==> config.mk <==
export PLATFORM = sky130hd
export DESIGN_NAME = lph_ctrl
export DESIGN_NICKNAME = d
export VERILOG_FILES = /design/src/rtl/lph_pkg.sv /design/src/rtl/lph_ctrl.sv
export SDC_FILE = /design/constraint.sdc
export NUM_CORES = 1
export LEC_CHECK = 0
export BUFFER_PORTS_ARGS = -buffer_cell sky130_fd_sc_hd__buf_2
export CAP_MARGIN = 30
export CORE_AREA = 5 5 42 44
export CTS_CLUSTER_SIZE = 16
export DETAILED_ROUTE_END_ITERATION = 10
export DIE_AREA = 0 0 47 49
export PLACE_DENSITY = 0.5
export SYNTH_ARGS = -nofsm -noshare
export SYNTH_HDL_FRONTEND = slang
export SYNTH_SLANG_ARGS = --single-unit
==> constraint.sdc <==
create_clock -name clock -period 1.5 [get_ports clock]
set_clock_uncertainty 0.15 [all_clocks]
set_input_delay 0.3 -clock clock [delete_from_list [all_inputs] [get_ports clock]]
set_output_delay 0.3 -clock clock [all_outputs]
set_load 0.02 [all_outputs]
==> src/rtl/lph_pkg.sv <==
// Shared constants, status codes and controller/datapath interface types.
`timescale 1ns / 1ps
package lph_pkg;

   localparam int MAX_SLOTS     = 1024;
   localparam int SLOT_W        = $clog2(MAX_SLOTS);
   localparam int SIZE_W        = SLOT_W + 1;
   localparam int LOAD_DIV      = 2;
   localparam int KEY_CAP       = MAX_SLOTS / LOAD_DIV;
   localparam int KEY_IDX_W     = $clog2(KEY_CAP);
   localparam int MAX_KEY_BYTES = 32;
   localparam int KEY_W         = 256;
   localparam int KB_W          = 6;
   localparam int SLOT_ALIGN    = 8;
   localparam int HASH_W        = 64;
   localparam int HBIT_W        = $clog2(HASH_W);
   localparam int CSR_IDX_W     = 2;
   localparam int CSR_DATA_W    = 11;

   localparam logic [CSR_IDX_W-1:0] CSR_TABLE_SIZE   = 2'd0;
   localparam logic [CSR_IDX_W-1:0] CSR_KEY_BYTES    = 2'd1;
   localparam logic [CSR_IDX_W-1:0] CSR_WRITE_ENABLE = 2'd2;

   localparam logic [2:0] ST_NOT_FOUND = 3'd0;
   localparam logic [2:0] ST_FOUND     = 3'd1;
   localparam logic [2:0] ST_INSERTED  = 3'd2;
   localparam logic [2:0] ST_PRESENT   = 3'd3;
   localparam logic [2:0] ST_FULL      = 3'd4;
   localparam logic [2:0] ST_READ_ONLY = 3'd5;

   typedef struct packed {
      logic accept;
      logic mod_step;
      logic clr_step;
      logic insert;
      logic hit;
      logic advance;
      logic exhaust;
   } cmd_type;

   typedef struct packed {
      logic early;
      logic mod_done;
      logic clr_done;
      logic slot_empty;
      logic key_match;
      logic probe_last;
      logic mode;
   } stat_type;

endpackage

==> src/rtl/lph_ctrl.sv <==
// Sequencer for clearing, hashing and probing.
`timescale 1ns / 1ps
module lph_ctrl (
   input  logic              clock,
   input  logic              reset,
   input  logic              start,
   input  lph_pkg::stat_type stat,
   output lph_pkg::cmd_type  cmd,
   output logic              busy,
   output logic              done
);

   localparam logic [2:0] S_CLEAR = 3'd0;
   localparam logic [2:0] S_IDLE  = 3'd1;
   localparam logic [2:0] S_MOD   = 3'd2;
   localparam logic [2:0] S_SRD   = 3'd3;
   localparam logic [2:0] S_SCHK  = 3'd4;
   localparam logic [2:0] S_KCHK  = 3'd5;
   localparam logic [2:0] S_DONE  = 3'd6;

   logic [2:0] state_ff, state_in;

   always_comb begin
      state_in = state_ff;
      cmd      = '0;
      unique case (state_ff)
         S_CLEAR: begin
            cmd.clr_step = 1'b1;
            if (stat.clr_done) state_in = S_IDLE;
         end
         S_IDLE: begin
            if (start) begin
               cmd.accept = 1'b1;
               state_in   = stat.early ? S_DONE : S_MOD;
            end
         end
         S_MOD: begin
            cmd.mod_step = 1'b1;
            if (stat.mod_done) state_in = S_SRD;
         end
         S_SRD: state_in = S_SCHK;
         S_SCHK: begin
            if (stat.slot_empty) begin
               cmd.insert = stat.mode;
               state_in   = S_DONE;
            end else begin
               state_in = S_KCHK;
            end
         end
         S_KCHK: begin
            priority if (stat.key_match) begin
               cmd.hit  = 1'b1;
               state_in = S_DONE;
            end else if (stat.probe_last) begin
               cmd.exhaust = 1'b1;
               state_in    = S_DONE;
            end else begin
               cmd.advance = 1'b1;
               state_in    = S_SRD;
            end
         end
         S_DONE: state_in = S_IDLE;
         default: state_in = S_IDLE;
      endcase
   end

   always_ff @(posedge clock) begin
      if (reset) begin
         state_ff <= S_CLEAR;
      end else begin
         state_ff <= state_in;
      end
   end

   assign busy = (state_ff != S_IDLE);
   assign done = (state_ff == S_DONE);

endmodule

==> impl_metrics.yaml <==
sta:
  relSlewSlack_pct: 85.4
  setup_ws_ps: -97.1
  rsz0062_at_grt: "yes"
  final_max_slew_viol_count: 0
  timing_hold_violations_final: 0
  fmax_ghz: 0.626
  worst_slew_pin_slew_ps: 219
  setup_viol: 5
  period_minus_slack_ps: 1600
  fin_crit_sh_pct: 106
worst_hold_path:
  hold_depth: 2
  hold_end: "state_ff[2]"
  hp-class: "primary input to flop"
  min_from: "reset"
route:
  drt-initial-drc-count: 5
  drc: 0
  vias: 341
  drt-total-wl_um: 836
  first_pass_iters: 3
  ant_nets: 0
  routedWlPerCell_um: 10.7
  avgViaCountPerCell: 4.37
clocking:
  clock-sinks: 3
  htree_levels: 1
  cts_tree: "yes"
  path_clk_slew_ps: 40
  cts_root_buffer: "clkbuf_4"
  cts_buffers: 3
  insertion_delay_ps: 230
  cts_buffer_depth: 2
synthesis:
  synth-warning-count: 0
  yosys.area_share.simple_pct: 41.4
  syn_inst: 35
  synth_top_family_by_area: "simple AND/OR/NAND/NOR gates"
  synth_fa_ha_area_share_pct: 0
  synth_seq_cells: 3
  syn_area_um2: 275
  synth_xor_area_share_pct: 0
  syn_avg_cell_area_um2: 7.86
  synth_compound_area_share_pct: 23.2
  synth_fp_nets: 45
  muxShareOfSynthArea_pct: 3.64
  synth.distinct_cells: 21
  seq_area_frac_synth_pct: 21.8
setup_path:
  crit_slowest_cell: "dfxtp_2"
  cp_data_arrival_time_ps: 1150
  r2r_cells: 5
  critical_path.max_stage_delay_ps: 310
  critPathMaxFanout: 4
  critical_path_buf_inv_count: 1
  timing.rr.end: "state_ff[0]"
  startpoint_type: "flop"
  crit_type: "flop to primary output"
  end_kind: "primary output"
  ff2ff_setup_slack_ps: 60
  r2r_start: "state_ff[0]"
  cpLargestDelayFamily: "simple AND/OR/NAND/NOR gates"
  path_cells: "and2b_2 -> nand2_2 -> nor3b_2 -> buf_4"
  crit_required_ps: 1050
die:
  start_util_pct: 19.6
  die_area_um2: 2300
  rows: 14
  die_y_um: 49
  core_area_um2: 1400
  pin_count: 19
  die_x_um: 47
final_layout:
  fillCellCount: 160
  drive_gt1_share_pct: 74.2
  antennaDiodeCount: 0
  final_cell_area_um2: 572
  area_delta_synth_final_pct: 108
  top_register: "state_ff"
  largest_reg_flops: 3
  nets: 73
  layout_commonest_cell: "buf_2"
  final_cell_mix: "9 x buf_2, 8 x buf_6, 7 x buf_4"
  top_regs: "state_ff (3)"
place:
  post_dp_cell_area_um2: 409
  port_buffers: 18
  place_congestion: 0.737
global_routing:
  grt_overflow: 0
  grt_pass1_vias: 335
  antenna_found_initial: 0
  grt_max_degree: 7
  grt_pass1_wl_um: 1460
  grt.total_usage_pct: 8.87
status:
  status: "finished, violations left"
  failed_checks: "setup timing"
power:
  power_density_nw_per_um2: 1050
  p_leak_nw: 0.248
  ir_worst_vdd_uv: 502
  post-layout-total-power_w: 0.000599
run:
  maxCapViolCount: 0
-- where the power goes --
| group | internal [W] | leakage, nW | switching, W |
|---|---|---|---|
| clock | 0.0000996 | 0.0150 | 0.0000401 |
| combinational | 0.000194 | 0.207 | 0.000152 |
| sequential | 0.0000976 | 0.0261 | 0.0000158 |
-- layer usage --
| layer | wire [um] | GRT usage, % |
|---|---|---|
| met2 | 442 | 13.3 |
| met4 | 0 | 5.53 |
| met1 | 336 | 9.89 |
| met5 | 0 | 0 |
| met3 | 58 | 3.69 |
-- synth_stat cells --
master	count	share of area [%]
buf_6	1	4.1
and3_2	2	5.5
nor3_1	2	3.6
and3_1	2	4.5
inv_1	3	4.1
a211o_2	1	3.6
o221ai_1	1	3.2
and2b_2	1	3.2
dfxtp_1	3	22
o21ba_2	1	3.6
nand4bb_1	1	4.1
or3_1	2	4.5
nand2_1	3	4.1
nor3b_1	1	2.7
nand2b_4	1	5.0
a21oi_1	3	5.5
mux2i_1	1	3.6
nor2_1	3	4.1
a221oi_2	1	5.5
buf_2	1	1.8
o21ai_0	1	1.8
-- metrics by stage --
stage / utilization (%) / hold WS (ps) / instances / setup TNS (ps) / setup slack [ps]
after floorplan: - / 216 / 35 / -19.1 / -19.1
after global routing: 40.8 / 106 / 78 / -731 / -167
after global placement: 29.2 / 352 / 71 / 0 / 102
after CTS: 37.5 / 95.8 / 77 / -400 / -110
final: 40.8 / 102 / 78 / -327 / -97.1
after detailed placement: 29.2 / 353 / 71 / 0 / 85.2
-- worst register-to-register path: stages (launching register included) --
cell	delay, ps
dfxtp_2	340
buf_6	140
buf_12	100
nand2b_4	40
or3_1	330
a221oi_2	250
-- repair_timing --
item / 4_1_cts / 5_1_grt
endpoints found under the setup margin: 8 / 9
hold endpoints to repair: 0 / 0
setup buffers: 2 / 1
hold buffers: 0 / 0
gates resized for setup: 23 / 8
pin swaps: 4 / 2
-- final cells by class --
class / count / area [um^2] / share of cell area (%)
Clock buffer: 4 / 26.3 / 4.60
Timing Repair Buffer: 25 / 208 / 36.3
Tap cell: 16 / 20.0 / 3.50
Inverter: 3 / 13.8 / 2.41
Sequential cell: 3 / 66.3 / 11.6
Multi-Input combinational cell: 27 / 238 / 41.6
-- worst max-delay path by stage --
stage / from / endpoint / depth (start not counted)
after floorplan: state_ff[0] / cmd[0] / 3
after global placement: state_ff[1] / cmd[0] / 4
after detailed placement: state_ff[1] / cmd[0] / 4
after CTS: state_ff[1] / cmd[0] / 4
after global routing: state_ff[1] / cmd[0] / 4
final: state_ff[1] / cmd[0] / 4
-- cell families after synthesis --
family	count (synthesis)
and+or+nand+nor	18
AOI/OAI and AO/OA	8
buffers and inverters	5
DFF	3
muxes	1
No activity file was read; power rests on OpenSTA's default activity.
